<file path="src/ncc_pkg.sv">
// ----------------------------------------------------------------------------
// ncc_pkg
// Shared types, constants and helpers for the nearest centroid classifier.
// ----------------------------------------------------------------------------
package ncc_pkg;

  // Block sizing
  localparam int DIMENSIONS   = 4;
  localparam int MAX_CLUSTERS = 8;
  localparam int COORD_BITS   = 16;

  // Coordinate fields that exist on the input item
  localparam int FIELD_COORDS = 4;
  // Slots addressable by the 3-bit slot field
  localparam int SLOT_SPAN    = 8;

  localparam int USED_DIMS   = (DIMENSIONS < FIELD_COORDS) ? DIMENSIONS : FIELD_COORDS;
  localparam int TABLE_DEPTH = (MAX_CLUSTERS < SLOT_SPAN) ? MAX_CLUSTERS : SLOT_SPAN;
  localparam int CLUSTER_W   = (TABLE_DEPTH > 1) ? $clog2(TABLE_DEPTH) : 1;
  localparam int DIM_W       = (USED_DIMS > 1) ? $clog2(USED_DIMS) : 1;
  localparam int SQ_W        = 2 * COORD_BITS;
  localparam int DIST_W      = 34;
  localparam int CENT_W      = USED_DIMS * COORD_BITS;

  // Operation codes
  localparam logic OP_LOAD     = 1'b0;
  localparam logic OP_CLASSIFY = 1'b1;

  typedef struct packed {
    logic               operation;
    logic [2:0]         cluster_slot;
    logic signed [15:0] coord_0;
    logic signed [15:0] coord_1;
    logic signed [15:0] coord_2;
    logic signed [15:0] coord_3;
    logic [15:0]        point_index;
  } in_item_t;

  typedef struct packed {
    logic [15:0]       point_tag;
    logic [2:0]        nearest_cluster;
    logic [DIST_W-1:0] min_sq_distance;
  } out_item_t;

  // Coordinates as used by the datapath, low COORD_BITS of each field
  typedef logic [USED_DIMS-1:0][COORD_BITS-1:0] point_t;

  typedef enum logic [2:0] {
    ST_IDLE,
    ST_FETCH,
    ST_START,
    ST_WAIT,
    ST_EMIT
  } seq_state_t;

  // Gather the used coordinates of an item into one vector
  function automatic point_t point_of(in_item_t item);
    logic [FIELD_COORDS-1:0][15:0] raw;
    point_t                        p;
    raw[0] = item.coord_0;
    raw[1] = item.coord_1;
    raw[2] = item.coord_2;
    raw[3] = item.coord_3;
    for (int d = 0; d < USED_DIMS; d++) begin
      p[d] = raw[d][COORD_BITS-1:0];
    end
    return p;
  endfunction

endpackage

</file>
<file path="src/ncc_ram.sv">
// ----------------------------------------------------------------------------
// ncc_ram
// Generic single write port, single read port RAM with registered read.
// ----------------------------------------------------------------------------
module ncc_ram #(
  parameter int WIDTH = 64,
  parameter int DEPTH = 8
) (
  input  logic                                  clk,
  input  logic                                  we,
  input  logic [((DEPTH > 1) ? $clog2(DEPTH) : 1)-1:0] waddr,
  input  logic [WIDTH-1:0]                      wdata,
  input  logic [((DEPTH > 1) ? $clog2(DEPTH) : 1)-1:0] raddr,
  output logic [WIDTH-1:0]                      rdata
);

  logic [WIDTH-1:0] mem [DEPTH];

  // Write port
  always_ff @(posedge clk) begin
    if (we) begin
      mem[waddr] <= wdata;
    end
  end

  // Registered read port
  always_ff @(posedge clk) begin
    rdata <= mem[raddr];
  end

endmodule

</file>
<file path="src/ncc_dist.sv">
// ----------------------------------------------------------------------------
// ncc_dist
// Shared squared-distance unit: one subtract and square per cycle, one
// dimension at a time, summed into a running accumulator.
// ----------------------------------------------------------------------------
module ncc_dist (
  input  logic                      clk,
  input  logic                      rst,
  input  logic                      start,
  input  ncc_pkg::point_t           point,
  input  ncc_pkg::point_t           centroid,
  output logic                      done,
  output logic [ncc_pkg::DIST_W-1:0] sum
);

  logic                              running;
  logic [ncc_pkg::DIM_W-1:0]         dim;
  logic                              sq_valid;
  logic                              sq_last;
  logic [ncc_pkg::SQ_W-1:0]          sq;
  logic [ncc_pkg::DIST_W-1:0]        acc;
  logic signed [ncc_pkg::COORD_BITS:0]     diff;
  logic signed [2*ncc_pkg::COORD_BITS+1:0] prod;
  logic                              dim_last;

  // Difference and square of the current dimension
  always_comb begin
    diff = $signed({point[dim][ncc_pkg::COORD_BITS-1], point[dim]})
         - $signed({centroid[dim][ncc_pkg::COORD_BITS-1], centroid[dim]});
    prod = diff * diff;
    dim_last = (dim == ncc_pkg::DIM_W'(ncc_pkg::USED_DIMS - 1));
  end

  // Advance through the dimensions
  always_ff @(posedge clk) begin
    if (rst) begin
      running  <= 1'b0;
      dim      <= '0;
      sq_valid <= 1'b0;
      sq_last  <= 1'b0;
    end else begin
      sq_valid <= running;
      sq_last  <= running && dim_last;
      if (start) begin
        running <= 1'b1;
        dim     <= '0;
      end else if (running) begin
        if (dim_last) begin
          running <= 1'b0;
        end else begin
          dim <= dim + 1'b1;
        end
      end
    end
  end

  // Hold the square of each dimension
  always_ff @(posedge clk) begin
    sq <= prod[ncc_pkg::SQ_W-1:0];
  end

  // Accumulate and flag the finished sum
  always_ff @(posedge clk) begin
    if (rst) begin
      done <= 1'b0;
    end else begin
      done <= sq_valid && sq_last;
    end
  end

  always_ff @(posedge clk) begin
    if (start) begin
      acc <= '0;
    end else if (sq_valid) begin
      acc <= acc + ncc_pkg::DIST_W'(sq);
    end
  end

  assign sum = acc;

endmodule

</file>
<file path="src/nearest_centroid_classifier_unit.sv">
// ----------------------------------------------------------------------------
// nearest_centroid_classifier_unit
// K-means assignment: holds a centroid table and returns the nearest active
// centroid and its squared distance for each classified point.
// ----------------------------------------------------------------------------
// Load item: written straight into the table, no result.
// Classify item: result strobed after every active centroid has been checked;
//   each centroid goes through the single subtract-and-square unit one
//   dimension per cycle, plus table read and sum.
// busy stays high until the result cycle is over; results cannot be stalled.
// Synchronous reset sets k to 1; the centroid table is undefined until loaded.
// ----------------------------------------------------------------------------
module nearest_centroid_classifier_unit (
  input  logic               clk,
  input  logic               rst,
  input  logic               start,
  input  ncc_pkg::in_item_t  cmd,
  output logic               busy,
  output logic               done,
  output ncc_pkg::out_item_t result,
  input  logic               cfg_we,
  input  logic [3:0]         cfg_data
);

  ncc_pkg::seq_state_t          state;
  ncc_pkg::seq_state_t          state_next;
  logic [3:0]                   cluster_count;
  logic [ncc_pkg::CLUSTER_W-1:0] cluster;
  logic [ncc_pkg::CLUSTER_W-1:0] last_cluster;
  logic [ncc_pkg::CLUSTER_W-1:0] k_last;
  ncc_pkg::point_t              point;
  logic [15:0]                  tag;
  logic [ncc_pkg::CLUSTER_W-1:0] best_cluster;
  logic [ncc_pkg::DIST_W-1:0]   best_dist;
  logic                         accept;
  logic                         load_we;
  logic                         dist_start;
  logic                         dist_done;
  logic [ncc_pkg::DIST_W-1:0]   dist_sum;
  logic [ncc_pkg::CENT_W-1:0]   cent_raw;
  ncc_pkg::point_t              centroid;

  assign accept = start && !busy;

  // Clamp k into 1 .. table depth
  always_comb begin
    if (cluster_count == 4'd0) begin
      k_last = '0;
    end else if (32'(cluster_count) > ncc_pkg::TABLE_DEPTH) begin
      k_last = ncc_pkg::CLUSTER_W'(ncc_pkg::TABLE_DEPTH - 1);
    end else begin
      k_last = ncc_pkg::CLUSTER_W'(cluster_count - 4'd1);
    end
  end

  // Cluster count register
  always_ff @(posedge clk) begin
    if (rst) begin
      cluster_count <= 4'd1;
    end else if (cfg_we) begin
      cluster_count <= cfg_data;
    end
  end

  // Load items write the table directly
  assign load_we = accept && (cmd.operation == ncc_pkg::OP_LOAD)
                && (32'(cmd.cluster_slot) < ncc_pkg::TABLE_DEPTH);

  ncc_ram #(
    .WIDTH (ncc_pkg::CENT_W),
    .DEPTH (ncc_pkg::TABLE_DEPTH)
  ) u_table (
    .clk   (clk),
    .we    (load_we),
    .waddr (ncc_pkg::CLUSTER_W'(cmd.cluster_slot)),
    .wdata (ncc_pkg::point_of(cmd)),
    .raddr (cluster),
    .rdata (cent_raw)
  );

  assign centroid = cent_raw;

  ncc_dist u_dist (
    .clk      (clk),
    .rst      (rst),
    .start    (dist_start),
    .point    (point),
    .centroid (centroid),
    .done     (dist_done),
    .sum      (dist_sum)
  );

  // Next state
  always_comb begin
    state_next = state;
    case (state)
      ncc_pkg::ST_IDLE: begin
        if (accept && (cmd.operation == ncc_pkg::OP_CLASSIFY)) begin
          state_next = ncc_pkg::ST_FETCH;
        end
      end
      ncc_pkg::ST_FETCH: state_next = ncc_pkg::ST_START;
      ncc_pkg::ST_START: state_next = ncc_pkg::ST_WAIT;
      ncc_pkg::ST_WAIT: begin
        if (dist_done) begin
          state_next = (cluster == last_cluster) ? ncc_pkg::ST_EMIT : ncc_pkg::ST_FETCH;
        end
      end
      ncc_pkg::ST_EMIT: state_next = ncc_pkg::ST_IDLE;
      default: state_next = ncc_pkg::ST_IDLE;
    endcase
  end

  // Outputs of the sequencer
  always_comb begin
    busy       = 1'b1;
    done       = 1'b0;
    dist_start = 1'b0;
    case (state)
      ncc_pkg::ST_IDLE:  busy = 1'b0;
      ncc_pkg::ST_START: dist_start = 1'b1;
      ncc_pkg::ST_EMIT:  done = 1'b1;
      default: begin
        busy = 1'b1;
      end
    endcase
  end

  always_ff @(posedge clk) begin
    if (rst) begin
      state <= ncc_pkg::ST_IDLE;
    end else begin
      state <= state_next;
    end
  end

  // Latch the point and step the centroid counter
  always_ff @(posedge clk) begin
    if (rst) begin
      cluster      <= '0;
      last_cluster <= '0;
    end else if (state == ncc_pkg::ST_IDLE) begin
      cluster      <= '0;
      last_cluster <= k_last;
    end else if ((state == ncc_pkg::ST_WAIT) && dist_done && (cluster != last_cluster)) begin
      cluster <= cluster + 1'b1;
    end
  end

  always_ff @(posedge clk) begin
    if (accept) begin
      point <= ncc_pkg::point_of(cmd);
      tag   <= cmd.point_index;
    end
  end

  // Keep the nearest centroid; strict compare leaves ties on the lower index
  always_ff @(posedge clk) begin
    if ((state == ncc_pkg::ST_WAIT) && dist_done) begin
      if ((cluster == '0) || (dist_sum < best_dist)) begin
        best_dist    <= dist_sum;
        best_cluster <= cluster;
      end
    end
  end

  always_comb begin
    result.point_tag       = tag;
    result.nearest_cluster = 3'(best_cluster);
    result.min_sq_distance = best_dist;
  end

endmodule
</file>
<file path="config.mk">
export PLATFORM = sky130hd
export DESIGN_NAME = nearest_centroid_classifier_unit
export DESIGN_NICKNAME = d
export VERILOG_FILES = /design/src/ncc_pkg.sv /design/src/ncc_ram.sv /design/src/ncc_dist.sv /design/src/nearest_centroid_classifier_unit.sv
export SDC_FILE = /design/constraint.sdc
export NUM_CORES = 1
export LEC_CHECK = 0
export BUFFER_PORTS_ARGS = -buffer_cell sky130_fd_sc_hd__buf_2
export CAP_MARGIN = 25
export CORE_ASPECT_RATIO = 1.75
export CORE_MARGIN = 10
export CORE_UTILIZATION = 57
export DETAILED_ROUTE_END_ITERATION = 10
export PLACE_DENSITY = 0.77
export SYNTH_ARGS = -nofsm -noshare
export SYNTH_HDL_FRONTEND = slang
export SYNTH_SLANG_ARGS = --single-unit
</file>
<file path="constraint.sdc">
create_clock -name clk -period 8.55 [get_ports clk]
set_input_delay 1.71 -clock clk [delete_from_list [all_inputs] [get_ports clk]]
set_output_delay 1.71 -clock clk [all_outputs]
set_load 0.01 [all_outputs]
</file>
# Yosys cells after proc, flatten, opt, wreduce, memory -nomap -nowiden
# Memories as Yosys holds them, arrays and structs flattened. A register that Yosys moved wholly into a read port is not among the register bits.
# Index checks and enable logic that the tools add are counted.
# word_totals
out_inout_bits	55
input_bits	92
wordCells	73
ram_bits	512
mem_count	1
ff_bits	202
# op_classes
n_mux	18
n_eq_ne	9
n_addsub	5
mul	1
bitwise_logic	2
magnitude_cmp	3
n_reduce_logical	16
# memory_table
name	words	word_bits	rd	rd_ports_with_merged_regs	write_ports	line	text
u_table.mem	8	64	1	1	1	ncc_ram.sv:17	logic [WIDTH-1:0] mem [DEPTH];
# op_table
op	n
16-bit binary-select mux with 2-bit select	2
34-bit by 32-bit adder with 34-bit output	1
34-bit less-than comparator	1
17-bit by 17-bit multiplier with 32-bit output	1
16-bit 2-to-1 mux	2
16-bit by 16-bit subtractor with 17-bit output	1
3-bit 2-to-1 mux	5
3-bit one-hot mux with 4 select lines	1
1-bit 2-to-1 mux	8
1-bit logical AND	7
3-bit by 2-bit equality test with 1-bit output, second input constant	2
3-bit logical NOT	2
2-bit AND reduction	3
4-bit > comparator, second input constant	1
4-bit logical NOT	1
2-bit by 1-bit != test with 1-bit output, second input constant	2
2-bit OR reduction	2
3-bit by 1-bit adder with 3-bit output, second input constant	1
3-bit by 1-bit equality test with 1-bit output, second input constant	1
3-bit equality test	1
3-bit equality test, second input constant	1
2-bit by 3-bit less-than comparator with 1-bit output, second input constant	1
3-bit != test	1
3-bit by 1-bit subtractor with 3-bit output, second input constant	1
4 further kinds	5

# Logic depth before layout (Yosys ltp)
# depth
word_depth	5
mapped_depth	40
depth_no_buf	36

# Hierarchy
# A second synthesis with hierarchy kept.
# hier_totals
hier_cells	2659
hier_area_um2	39845.7
# modules_own_cells
module	seq_area_each_um2	area_each_um2	n_inst	cells_per_inst
ncc_ram	16656.0	20547.2	1	816
ncc_dist	1421.4	14303.7	1	1540
nearest_centroid_classifier_unit	3773.6	4994.8	1	303

# Worst setup path before layout
# No wires, ideal clock.
# synth_path
path_kind	register to register
startpoint	register u_dist.dim[0] in the netlist's numbering
endpoint	register u_dist.sq[31] in the netlist's numbering
setup_slack_ns	-0.832
required_time_ns	8.428
setup_time_ns	0.122
path_stages_with_launch	38
arrival_time_ns	9.259
synth_period_minus_slack_ns	9.382
n_path_buf	3
path_cell_list	dfxtp_1 clkbuf_1 buf_1 mux4_2 inv_1 ha_1 inv_1 fa_1 a211oi_1 o21ai_1 a41o_1 a21o_1 a21o_1 xnor2_2 inv_1 clkbuf_1 nand2_1 fa_1 [2 not listed] inv_1 fa_1 inv_1 fa_1 fa_1 inv_1 fa_1 inv_1 ha_1 or3_1 o21ai_0 a311oi_1 nand2_1 a21oi_1 and3b_1 a2111oi_2 o21ai_0 xnor2_1
# synth_via
elab_chain_len	4
elab_cells_between_ends	6
classes_between	add/sub: 1; mul: 1; mux: 4
# synth_lines
element	line	text
from (decl)	ncc_dist.sv:17	logic [ncc_pkg::DIM_W-1:0] dim;
from (signal assigned)	ncc_dist.sv:51	dim <= dim + 1'b1;
16-bit binary-select mux with 2-bit select (on tied branches)	ncc_dist.sv:28, ncc_dist.sv:29	
16-bit 2-to-1 mux (on tied branches)	ncc_dist.sv:28, ncc_dist.sv:29	
16-bit by 16-bit subtractor with 17-bit output (*)	ncc_dist.sv:29	- $signed({centroid[dim][ncc_pkg::COORD_BITS-1], centroid[dim]});
17-bit by 17-bit multiplier with 32-bit output (*)	ncc_dist.sv:30	prod = diff * diff;
via u_dist.prod, one bit	ncc_dist.sv:23	logic signed [2*ncc_pkg::COORD_BITS+1:0] prod;
to (signal assigned)	ncc_dist.sv:59	sq <= prod[ncc_pkg::SQ_W-1:0];
to (decl)	ncc_dist.sv:20	logic [ncc_pkg::SQ_W-1:0] sq;
# The timed path passes the listed nets; every way through them passes the cells marked *. The select of a mux whose other input is x is not followed.
# A chain may end at the register's enable or synchronous reset.

# Worst setup path after layout
# layout_path
startpoint	register u_dist.dim[0] in the netlist's numbering
endpoint	register u_dist.sq[24] in the netlist's numbering
# Same word-level chain as after synthesis.

==> flow_summary.toml <==
[clock_tree]
clk_pin_slew_worst_paths_ns = 0.07
cts_tree = "yes"
cts_buffers = 70
cts_buffer_depth = 3
clock-sinks = 777
root_buffer = "clkbuf_16"
htree_levels = 3
clk_latency_ns = 0.64

[detailed_routing]
wl_um = 101000
drt_iter0_drc = 1456
vias_per_cell = 5.85
drc_errors = 0
routed-via-count = 23200
ant_nets = 0
drtPass1Iterations = 7
wl_per_cell_um = 25.6

[timing]
tightest_slew_ns = 0.924
fmax_mhz = 121
slew_viol_final = 0
skew_ns = 0.0246
hold_viol_final = 0
maxSlewHeadroom_pct = 38.4
finalCriticalPeriod_ns = 8.29
finalSetupViolCount = 0
finalCritPeriodShare_pct = 96.9
rsz0062_at_grt = "yes"

[synth]
synth_area_um2 = 39800
syn_inst = 2687
yosysSeqAreaShare_pct = 54.9
ys_warn_count = 0
synthFlopType = "edfxtp_1"
avgSynthCellArea_um2 = 14.8
syn_nets = 3199
ys_ff_latch = 777
async_flop_share_pct = 0
yosysUniqueCellTypes = 75
synth-edff-count = 629

[critical_path]
critPathKind = "flop to flop"
crit_required_ns = 9.08
cpMaxStageDelayCell = "mux4_2"
slowest_delay_ns = 0.53
end_kind = "flop"
crit_top_cell = "fa_1"
cp-start-kind = "flop"
cp_max_fo = 7
crit_arrival_ns = 8.82
r2r_cells = 34

[global_routing]
grt_pass1_vias = 25100
grt_pass1_wl_um = 150000
grt_max_degree = 99
antenna_found_initial = 13
grt_util_all_layers_pct = 25.1
grt-ovfl-total = 0

[job]
maxCapViolations = 0

[min_path]
hold_class = "flop to flop"
whs_path_depth = 1

[floorplan]
ios = 147
core.rowCount = 128
chipWidth_um = 220
die-area_um2 = 81300
start_util_pct = 57.3
die_y_um = 370
coreArea_um2 = 69500

[finish]
final_common_cell = "edfxtp_1"
fin_nets = 3505
layout-drive-gt1-share_pct = 25.3
syn_to_final_growth_pct = 14.6
filler_cell_count = 4885
postLayoutCellArea_um2 = 45600
mostFrequentLayoutCells = "629 x edfxtp_1, 382 x inv_1, 255 x fa_1"

[status]
status = "finished, final reports clean"

[placed_design]
dp_hpwl_um = 71800
detailed_place.area_um2 = 42500
io_buffers = 146
gp_congestion = 0.953
-- Yosys cell counts, types with 56 or more instances --
| cell | number | share of area [%] |
|---|---|---|
| dfxtp_1 | 148 | 7.4 |
| mux4_2 | 160 | 9.0 |
| xnor2_1 | 56 | 1.2 |
| a21oi_1 | 60 | 0.75 |
| nor2_1 | 149 | 1.4 |
| mux2_2 | 64 | 1.8 |
| ha_1 | 161 | 5.1 |
| fa_1 | 259 | 13 |
| inv_1 | 394 | 3.7 |
| clkbuf_1 | 64 | 0.60 |
| edfxtp_1 | 629 | 47 |
| nand2_1 | 126 | 1.2 |
-- stage by stage --
step | TNS (ns) | std cells | setup WS [ns] | hold WS, ns | util, %
floorplan | 0 | 2687 | 0.00456 | 0.432 | -
global route | -0.433 | 3960 | -0.107 | 0.501 | 65.6
finish | 0 | 3962 | 0.262 | 0.470 | 65.7
CTS | 0 | 3919 | 0.0179 | 0.473 | 64.7
global placement | -1.16 | 3784 | -0.325 | 0.457 | 61.0
detailed placement | -1.97 | 3785 | -0.425 | 0.470 | 61.1
-- registers in the layout, summed over array words and instances, names as in the netlist, 2 cells and up --
signal,cells
cluster,3
best_dist,34
u_table.mem,512
last_cluster,3
u_table.rdata,64
best_cluster,3
state,3
tag,16
point,64
u_dist.dim,2
u_dist.sum,34
cluster_count,4
u_dist.sq,31
-- repair_timing --
item | 4_1_cts | 5_1_grt
buffers inserted | 6 | 38
pin swaps | 8 | 41
hold buffers | 0 | 0
cloned | 0 | 1
gates resized for setup | 22 | 86
setup endpoints to repair | 10 | 12
-- worst max-delay path: cells and delay by family (launching register included) --
family | cells | cell delay (ns)
AND/OR/NAND/NOR | 5 | 0.60
multiplexers | 1 | 0.53
flip-flops | 1 | 0.46
adder cells (fa/ha/maj) | 8 | 3.54
buffers and inverters | 9 | 1.01
AO/OA/AOI/OAI | 9 | 1.64
XOR/XNOR | 2 | 0.41
-- logic make-up after synthesis --
family / Yosys count / synth area share (%)
compound gates: 239 / 4.03
xor+xnor: 88 / 1.97
fa+ha+maj: 420 / 18.1
buf+inv: 492 / 4.76
flops: 777 / 54.9
mux: 249 / 11.5
simple gates: 422 / 4.82
-- metal layers --
layer	part of all wire, %	vias to the layer above	wire, um	track usage, %
met4	8.1	14	8170	18.4
met3	4.7	321	4770	3.64
li1	-	10100	-	-
met1	32	11900	32200	25.2
met2	55	862	56100	46.0
met5	0.090	-	91	0
-- layout make-up --
type / instances / area, um^2 / share of cell area (%)
Sequential cell: 777 / 21900 / 47.9
Multi-Input combinational cell: 1418 / 16500 / 36.2
Timing Repair Buffer: 325 / 2190 / 4.80
Clock buffer: 93 / 1950 / 4.27
Inverter: 401 / 1520 / 3.33
Tap cell: 910 / 1140 / 2.50
Clock inverter: 35 / 425 / 0.932
Antenna cell: 3 / 7.51 / 0.0165
-- path summary, 6_finish.rpt --
path / from / slack [ns] / endpoint
setup / recovery: u_dist.dim[0] / 0.26 / u_dist.sq[24]
hold / removal: u_dist.done / 0.47 / state[1]
setup reg to reg: u_dist.dim[0] / 0.26 / u_dist.sq[24]
hold reg to reg: u_dist.done / 0.47 / state[1]
Power is left out: the tool's default activity adds up to more than one toggle a clock period on the data nets, which glitch-free logic cannot reach.
